===== src/rtl/core/mecanum_wheel_speed_mixer_defines.svh =====
// ----------------------------------------------------------------------------
// Mecanum wheel speed mixer assertion macros
// Shared concurrent assertion forms, clocked on clk_i, off during reset.
// ----------------------------------------------------------------------------
`ifndef MECANUM_WHEEL_SPEED_MIXER_DEFINES_SVH
`define MECANUM_WHEEL_SPEED_MIXER_DEFINES_SVH

// same-cycle implication
`define MWSM_ASSERT_IMPL(lbl, ante, cons, msg) \
  lbl: assert property (@(posedge clk_i) disable iff (!rst_ni) (ante) |-> (cons)) \
    else $error(msg);

// next-cycle implication
`define MWSM_ASSERT_NEXT(lbl, ante, cons, msg) \
  lbl: assert property (@(posedge clk_i) disable iff (!rst_ni) (ante) |=> (cons)) \
    else $error(msg);

`endif


===== src/rtl/core/mwsm_pkg.sv =====
// ----------------------------------------------------------------------------
// Mecanum wheel speed mixer package
// Widths, wheel indexes and divider pipeline types.
// ----------------------------------------------------------------------------
package mwsm_pkg;

  localparam int SPEED_WIDTH = 16;
  localparam int LIMIT_WIDTH = 15;
  localparam logic [LIMIT_WIDTH-1:0] LIMIT_RESET = LIMIT_WIDTH'(6000);

  localparam int NUM_WHEELS = 4;
  localparam int WHEEL_FL   = 0;
  localparam int WHEEL_FR   = 1;
  localparam int WHEEL_RR   = 2;
  localparam int WHEEL_RL   = 3;

  // clamp compare width, wheel sum width, magnitude width, product and result widths
  localparam int CLAMP_W = ((SPEED_WIDTH > LIMIT_WIDTH) ? SPEED_WIDTH : LIMIT_WIDTH) + 1;
  localparam int SUM_W   = SPEED_WIDTH + 2;
  localparam int MAG_W   = SPEED_WIDTH + 1;
  localparam int PROD_W  = MAG_W + LIMIT_WIDTH;
  localparam int RES_W   = (SPEED_WIDTH > LIMIT_WIDTH) ? SPEED_WIDTH : LIMIT_WIDTH;

  typedef struct packed {
    logic [PROD_W-1:0]      rem;
    logic [LIMIT_WIDTH-1:0] quo;
    logic                   neg;
    logic [SPEED_WIDTH-1:0] pass;
  } div_lane_t;

  typedef struct packed {
    logic [MAG_W-1:0]                 divisor;
    logic                             scale;
    div_lane_t [NUM_WHEELS-1:0]       lane;
  } div_item_t;

endpackage


===== src/rtl/core/mwsm_div_stage.sv =====
// ----------------------------------------------------------------------------
// Divider stage
// One restoring division step for all four wheels, registered.
// ----------------------------------------------------------------------------
module mwsm_div_stage (
  input  logic                clk_i,
  input  logic                en_i,
  input  mwsm_pkg::div_item_t item_i,
  output mwsm_pkg::div_item_t item_o
);
  import mwsm_pkg::*;

  div_item_t         item_d;
  div_item_t         item_q;
  logic [PROD_W-1:0] dshift;
  logic [PROD_W:0]   diff [NUM_WHEELS];

  always_comb begin
    item_d = item_i;
    dshift = {1'b0, item_i.divisor, {(LIMIT_WIDTH-1){1'b0}}};
    for (int k = 0; k < NUM_WHEELS; k++) begin
      diff[k] = {1'b0, item_i.lane[k].rem} - {1'b0, dshift};
      if (!diff[k][PROD_W]) begin
        item_d.lane[k].rem = {diff[k][PROD_W-2:0], 1'b0};
      end else begin
        item_d.lane[k].rem = {item_i.lane[k].rem[PROD_W-2:0], 1'b0};
      end
      item_d.lane[k].quo = {item_i.lane[k].quo[LIMIT_WIDTH-2:0], ~diff[k][PROD_W]};
    end
  end

  always_ff @(posedge clk_i) begin
    if (en_i) begin
      item_q <= item_d;
    end
  end

  assign item_o = item_q;

endmodule


===== config.mk =====
export PLATFORM = sky130hd
export DESIGN_NAME = mwsm_div_stage
export DESIGN_NICKNAME = d
export VERILOG_FILES = /design/src/rtl/core/mecanum_wheel_speed_mixer_defines.svh /design/src/rtl/core/mwsm_pkg.sv /design/src/rtl/core/mwsm_div_stage.sv
export SDC_FILE = /design/constraint.sdc
export NUM_CORES = 1
export LEC_CHECK = 0
export BUFFER_PORTS_ARGS = -buffer_cell sky130_fd_sc_hd__buf_4
export CORE_AREA = 2 2 213 215
export DETAILED_ROUTE_END_ITERATION = 16
export DIE_AREA = 0 0 215 217
export PLACE_DENSITY = 0.49
export SLEW_MARGIN = 10
export SYNTH_ARGS = -nofsm -noshare
export SYNTH_HDL_FRONTEND = slang
export SYNTH_SLANG_ARGS = --single-unit

===== constraint.sdc =====
create_clock -name clk_i -period 8.8 [get_ports clk_i]
set_clock_uncertainty 0.15 [all_clocks]
set_input_delay 2.64 -clock clk_i [delete_from_list [all_inputs] [get_ports clk_i]]
set_output_delay 2.64 -clock clk_i [all_outputs]
set_load 0.02 [all_outputs]

# After elaboration in Yosys (flattened, before gate mapping)
# Index checks and enable logic that the tools add are counted.
totals:
  register_bits: 274
  latchBits: 0
  ramBits: 0
  romBits: 0
  n_memories: 0
op_classes:
  add_sub_neg: 4
  multipliers: 0
  div_mod_pow: 0
  magnitude_cmp: 0
  n_eq_ne: 0
  shift: 0
  mux: 4
  bitwise_logic: 4
  reduce_logical: 0
op_table:
  columns: ["cell", "n"]
  rows:
  - ["32-bit by 31-bit subtractor with 33-bit output", 4]
  - ["32-bit two-way mux", 4]
  - ["1-bit inverter", 4]

# Longest topological paths before layout
# Gate-level depths: netlist of the first run.
logic_depth:
  depth_word: 2
  depth_mapped: 11
  mapped_depth_nobuf: 10

# Least setup slack after synthesis of the first run
# No wires, ideal clock.
synth_timing:
  path_kind: "input to register"
  startpoint: "input item_i[238] in the netlist's numbering"
  endpoint: "register item_q (netlist bit item_o[248]) (data pin)"
  setup_ps: 260
  arrival_time_ps: 4770
  required_time_ps: 8390
  slack_ps: 3620
  stages: 11
  path_buffers: 1
  path_cell_list: "inv_1 ha_1 inv_1 fa_1 a211oi_2 o21ai_2 a21oi_2 o21ai_2 a41oi_4 buf_12 mux2_4"
synth_lines:
  columns: ["element", "line", "source"]
  rows:
  - ["from (decl)", "mwsm_div_stage.sv:8", "input mwsm_pkg::div_item_t item_i,"]
  - ["to (signal assigned)", "mwsm_div_stage.sv:34", "item_q <= item_d;"]
  - ["to (decl)", "mwsm_div_stage.sv:14", "div_item_t item_q;"]

==> summary.md, run 1 <==
| Metric | Value |
|---|---|
| Status | finished, final reports clean |
| Count leader, synth | edfxtp_1 |
| CTS sink count | 270 |
| First-pass GRT wire length | 67800 um |
| Final wirelength | 49100 um |
| Setup TNS | 0 ns |
| Met1 usage | 0.229 |
| Leak Pwr | 0.00775 uW |
| Max_cap viols | 0 |
| Number of synthesized flops with an enable pin | 270 |
| Register area share after synthesis | 0.654 |
| Yosys reg bits | 270 |
| Simple-gate share of the synthesized area | 0.0586 |
| Reg clk slew, reported paths | 0.06 ns |
| Register share of total power | 0.415 |
| Layout cells sized above 1 | 0.444 |
| Prevailing post-synth register cell | edfxtp_1 |
| Ys async rst share | 0 |
| Total track usage | 0.203 |
| Post-synthesis cell count | 860 |
| Initial antenna violation count | 15 |
| Initial core utilization | 0.277 |
| Total power divided by cell area | about 210 nW/um2 |
| Largest net degree at the start of global routing | 130 |
| Cts bufs inserted | 34 |
| Max transition margin | 0.354 |
| Final min period | 5.31 ns |
| Mapped Avg Cell Area | 14.4 um2 |
| Final setup fails | 0 |
| Filler cells | between 4000 and 5000 |
| Die area | 46700 um2 |
| Rows | 78 |
| CP Capture Type | flip-flop |
| GRT met3 Usage | 0.0900 |
| Synth Area in Compound Gates | 0.122 |
| Power share of the combinational group | 0.228 |
| Yosys warning count | 0 |
| Clk network pwr share | 0.357 |
| Period utilization | 0.604 |
| Final std cells w/o fill | between 2000 and 2500 |
| Met2 global-route usage | 0.342 |
| Vias in the first global route | between 9000 and 10000 |
| Core area | 44700 um2 |
| Remaining antenna violation count | 0 |
| Mapped Area | 12400 um2 |
| Post-Place Cell Area | 17100 um2 |
| Data required, critical path | 8.94 ns |
| Pint | 2770 uW |
| Drt first pass iters | 5 |
| Port bufs | 541 |
| Vias | 9579 |
| Sw Ratio | 0.285 |
| CTS tree | done |
| Global placement routability congestion | 0.863 |
| DP HPWL | ~38000 um |
| Post-CTS Setup Bufs | 0 |
| Fmax | 0.188 GHz |
| Largest area contributor in the netlist | edfxtp_1 |
| Synth Area in XOR/XNOR | 0.0353 |
| Tightest Pin Transition | 0.968 ns |
| Flip-flop count of the largest register after layout | between 200 and 300 |
| Setup repair after global routing missed its margin | no |
| DIE HEIGHT | 217 um |
| Top cell type's share of synthesized area | 0.654 |
| Largest family of logic cells by synthesized area | compound AO/OA/AOI/OAI gates |
| Sw Pwr | 1100 uW |
| Area grow syn2layout | 47.1% |
| Clock buffer depth | 3 |
| Crit path DAT | about 5.5 ns |
| Worst hold path class | in2reg |
| Num ports | between 500 and 600 |
| Post-synth top cells | 270 x edfxtp_1, 76 x a21oi_1, 68 x ha_1 |
| DR iter-0 viols | between 500 and 600 |
| Fin. max-slew vios | 0 |
| Vias per inst | 4.67 |
| Synth area leaders | edfxtp_1 65%, ha_1 6.9%, a21oi_1 3.1% |
| CP Max Fanout | 18 |
| Die W | 215 um |
| Residual DRC | 0 |
| Power consumption | between 3000 and 4000 uW |
| CP startpoint kind | primary input |
| VDD IR max | about 0.13 mV |
| Post_cts resized | 0 |
| Nets | 1771 |
| Root Driver | clkbuf_16 |
| Total global routing overflow | 0 |
| Dpl cells | approximately 2000 |
| Global route hottest layer | met2 |
| Kind of critical path | in2reg |
| Post-synthesis adder-cell area fraction | 0.0751 |
| CTS HTree Levels | 2 |
| Mux contribution to synthesized area | 0.0300 |
| Post-synth cell types | 71 |
| Cts hold-fix bufs | 0 |
| Per-cell routed wire length | 23.9 um |
| Final instance area | 18200 um2 |
| Final hold viol count | 0 |
==> final timing paths <==
check,startpoint,end,slack (ns),cells past startpoint
setup / recovery,item_i[257],item_o[247],3.49,10
hold / removal,item_i[41],item_o[42],2.12,1
==> cell families (layout without fill, tap and decap cells) <==
logic type      count (synthesis)  count (layout)
compound gates                224             224
xor+xnor                       50              50
fa+ha+maj                      72              72
buf+inv                        65             647
flops                         270             270
mux                            30              30
other cells                     1              10
simple gates                  148             148
==> critical path, cell delays in order <==
cell,delay (ns)
buf_4,0.18
ha_1,0.23
inv_1,0.07
fa_1,0.43
a211oi_2,0.29
o21ai_2,0.13
a21oi_2,0.22
o21ai_2,0.11
a41oi_4,0.72
mux2_2,0.42
==> metal layers <==
metal  vias up  wire (um)
li1       4464          -
met1      4606      18700
met2       399      23700
met3        92       5000
met4        18       1590
met5         -        107
==> per-stage QoR <==
stage | setup slack (ns) | hold WS, ns | utilization
2_1_floorplan | 3.62 | 2.59 | -
3_3_place_gp | 2.92 | 2.67 | 0.384
3_5_place_dp | 2.92 | 2.67 | 0.384
4_1_cts | 3.49 | 2.09 | 0.407
5_1_grt | 3.34 | 2.09 | 0.408
6_report | 3.49 | 2.12 | 0.408
==> area by class of cell <==
class / count / area [um2] / share of cell area
Sequential cell: 270 / 8110 / 0.445
Tap cell: 600 / 751 / 0.0412
Multi-Input combinational cell: 528 / 4010 / 0.220
Clock inverter: 17 / 170 / 0.00933
Timing Repair Buffer: 546 / 4120 / 0.226
Antenna cell: 6 / 15.0 / 0.000824
Inverter: 43 / 161 / 0.00885
Clock buffer: 41 / 898 / 0.0493
==> power by group through the flow <==
stage | logic (uW) | registers [uW] | clock network, uW
finish | 883 | 1610 | 1390
global route | 946 | 1620 | 1470
CTS | 896 | 1610 | 1430
detailed placement | 891 | 1640 | 0
global placement | 891 | 1640 | 0
floorplan | 293 | 1800 | 0
==> cells in the final DEF (no fill, tap or decap), types with 9 or more instances in the layout <==
master	synthesis	routed
xnor2_1	33	33
edfxtp_1	270	270
clkbuf_16	0	35
o21ai_0	26	26
buf_4	4	544
nand2b_1	11	11
nand3_1	15	15
nand2_1	27	27
o21a_1	9	9
inv_1	43	43
a21oi_1	76	76
a21o_1	20	20
and3_1	9	9
mux2_4	10	10
o211ai_1	9	9
xor2_1	17	17
mux2_2	17	17
ha_1	68	68
nor2_1	50	50
No activity file was read; power rests on OpenSTA's default activity.
==> run 2: changes to the inputs <==
--- a/config.mk
+++ b/config.mk
@@ -5,11 +5,12 @@
 export SDC_FILE = /design/constraint.sdc
 export NUM_CORES = 1
 export LEC_CHECK = 0
+export ABC_AREA = 1
 export BUFFER_PORTS_ARGS = -buffer_cell sky130_fd_sc_hd__buf_4
-export CORE_AREA = 2 2 213 215
+export CORE_AREA = 2 2 215 217
 export DETAILED_ROUTE_END_ITERATION = 16
-export DIE_AREA = 0 0 215 217
-export PLACE_DENSITY = 0.49
+export DIE_AREA = 0 0 217 219
+export PLACE_DENSITY = 0.51
 export SLEW_MARGIN = 10
 export SYNTH_ARGS = -nofsm -noshare
 export SYNTH_HDL_FRONTEND = slang
==> constraint.sdc (replaced) <==
create_clock -name clk_i -period 5.49 [get_ports clk_i]
set_clock_uncertainty 0.15 [all_clocks]
set_input_delay 1.647 -clock clk_i [delete_from_list [all_inputs] [get_ports clk_i]]
set_output_delay 1.647 -clock clk_i [all_outputs]
set_load 0.02 [all_outputs]
==> run 2 against run 1 <==
Flip-flop and latch count unchanged. Core utilization increased by 2.5 points. Global-route usage increased by 1.9 points. Die area increased by 1.9%. Power increased by 61%. Non-clock buffer count unchanged.
==> summary.md, run 2 <==
| Metric | Value |
|---|---|
| Status | finished, final reports clean |
| Initial antenna violation count | 16 (+1) |
| Final hold viol count | 0 (unchanged) |
| Residual DRC | 0 (unchanged) |
| Most frequent cells in the layout | 543 x buf_4, 461 x nand2_1, 270 x edfxtp_1 |
| Setup repair after global routing missed its margin | no |
| Root Driver | clkbuf_16 |
| Post-Place Cell Area | 18400 um2 (+7.3%) |
| Fin. max-slew vios | 0 (unchanged) |
| Core area | 45100 um2 (+0.87%) |
| Largest area contributor in the netlist | edfxtp_1 |
| Vias in the first global route | 11200 (+16%) |
| Vias | 11500 (+20%) |
| Max incr delay on CP | 0.47 ns (-0.25 ns) |
| Number of synthesized flops with an enable pin | 270 (unchanged) |
| CP Max Fanout | 19 (+1) |
| Max transition margin | 0.353 (-0.00146) |
| Register area share after synthesis | 0.594 (-0.0604) |
| CTS tree | done |
| Post-CTS Setup Bufs | 0 (unchanged) |
| Cts hold-fix bufs | 0 (unchanged) |
| Prevailing post-synth register cell | edfxtp_1 |
| Largest net degree at the start of global routing | 116 (-11%) |
| Final std cells w/o fill | 2550 (+24%) |
| Dpl cells | 2484 (+25%) |
| Max_cap viols | 0 (unchanged) |
| Critical path cell sequence | buf_4, inv_1, ha_1, a21oi_1, o21ai_0, nor2_4, nand2_4, nand3_1, nand2_1 |
| Final min period | roughly 3.7 ns |
| Setup TNS | 0 ns (unchanged) |
| Sw Ratio | 0.301 (+0.0166) |
| Total power divided by cell area | 320 nW/um2 (+50%) |
| DIE HEIGHT | 219 um (+0.92%) |
| Yosys reg bits | 270 (unchanged) |
| Post-synth cell types | 29 (-59%) |
| Vias per inst | 4.51 (-3.4%) |
| Remaining antenna violation count | 0 (unchanged) |
| Register share of total power | 0.413 (-0.002) |
| Most common cell after layout, fill and taps aside | buf_4 |
| Fmax | ~0.27 GHz |
| Initial core utilization | 0.303 (+0.0255) |
| Hold slack | 1.13 ns (-0.986 ns) |
| Total track usage | 0.222 (+0.0195) |
| Nets | 2268 (+28%) |
| Rows | 78 (unchanged) |
| Kind of critical path | in2reg |
| CP Capture Type | flip-flop |
| Global placement routability congestion | 0.864 (+0.21%) |
| Sw Pwr | 1880 uW (+70%) |
| Area grow syn2layout | 42.8% |
| Worst Path Buf+Inv | 2 (unchanged) |
| Final setup fails | 0 (unchanged) |
| Power share of the combinational group | 0.234 (+0.006) |
| Pint | 4360 uW (+57%) |
| Tightest Pin Transition | 0.970 ns (+0.00219 ns) |
| VDD IR max | 0.191 mV (+49%) |
| Leak Pwr | 0.00941 uW (+21%) |
| First-pass GRT wire length | 75900 um (+12%) |
| Mapped Area | 13700 um2 (+10%) |
| Worst hold path class | in2reg |
| Filler cells | 4498 (+4.5%) |
| CTS sink count | 270 (unchanged) |
| Slowest cell on crit path | nor2_4 |
| Mapped Avg Cell Area | 10.1 um2 (-30%) |
| Clock buffer depth | 3 (unchanged) |
| Per-cell routed wire length | 21.5 um (-10%) |
| Synth area leaders | edfxtp_1 59%, nand2_1 13%, ha_1 6.2% |
| Flip-flop count of the largest register after layout | 270 (unchanged) |
| DP HPWL | 43600 um (+14%) |
| CTS HTree Levels | 2 (unchanged) |
| Crit path DAT | 3.83 ns (-1.62 ns) |
| Die area | 47500 um2 (+1.9%) |
| Post-synthesis cell count | 1351 (+57%) |
| Count leader, synth | nand2_1 |
| Num ports | 550 (unchanged) |
| Post-synth top cells | 461 x nand2_1, 270 x edfxtp_1, 183 x inv_1 |
| Yosys warning count | 0 (unchanged) |
| Die W | 217 um (+0.93%) |
| Power consumption | 6230 uW (+61%) |
| CP delay by family, top | simple AND/OR/NAND/NOR gates |
| Final wirelength | 54900 um (+12%) |
| Port bufs | 541 (unchanged) |
| Ys async rst share | 0 (unchanged) |
| Drt first pass iters | 5 (unchanged) |
| Total global routing overflow | 0 (unchanged) |
| Final instance area | 19500 um2 (+7.0%) |
| Top cell type's share of synthesized area | 0.594 (-0.0604) |
| CP startpoint kind | primary input |
| Cts bufs inserted | 34 (unchanged) |
| DR iter-0 viols | 705 (+28%) |
| Period utilization | 0.674 |
| Layout cells sized above 1 | 0.342 (-0.101) |
| Data required, critical path | 5.63 ns (-3.31 ns) |
| Clk network pwr share | 0.353 (-0.004) |
| Reg clk slew, reported paths | 0.06 ns (about the same) |
| Post_cts resized | 0 (unchanged) |
-- run 2: metal layers --
metal / part of all wire / routed length, um / track usage
met4: 0.026 / 1450 / 0.0674
met1: 0.40 / 22100 / 0.266
met5: 0.0024 / 134 / 0
met3: 0.088 / 4810 / 0.0829
met2: 0.48 / 26400 / 0.372
-- run 2: worst paths after layout --
kind                     from     endpoint  slack [ns]  depth (start not counted)
hold / removal    item_i[232]  item_o[233]        1.13                          1
setup / recovery  item_i[272]   item_o[58]        1.79                          9
-- run 2: layout make-up --
class,instances,area [um2],area share
multi-input combinational,872,4680,0.240
clock buffer,39,891,0.0457
sequential,270,8110,0.416
tap,600,751,0.0385
inverter,196,736,0.0377
antenna,5,12.5,0.000642
timing repair buffer,546,4130,0.212
clock inverter,22,190,0.00975
-- run 2: cell families after synthesis --
logic type | synth area share
buf+inv | 0.0645
other cells | 0.000275
simple gates | 0.239
fa+ha+maj | 0.0682
compound gates | 0.0187
xor+xnor | 0.0154
flops | 0.594
-- run 2: stage by stage --
| stage | util | setup slack, ns |
|---|---|---|
| after floorplan | - | 2.18 |
| after global placement | 0.408 | 1.26 |
| after detailed placement | 0.408 | 1.27 |
| after CTS | 0.432 | 1.85 |
| after global routing | 0.432 | 1.74 |
| final | 0.432 | 1.79 |
-- run 2: power groups by stage --
| stage | clock [uW] | sequential [uW] | combinational, uW |
|---|---|---|---|
| floorplan | 0 | 2870 | 500 |
| global placement | 0 | 2610 | 1470 |
| CTS | 2270 | 2580 | 1480 |
| finish | 2200 | 2570 | 1460 |
| global route | 2350 | 2590 | 1580 |
| detailed placement | 0 | 2610 | 1470 |
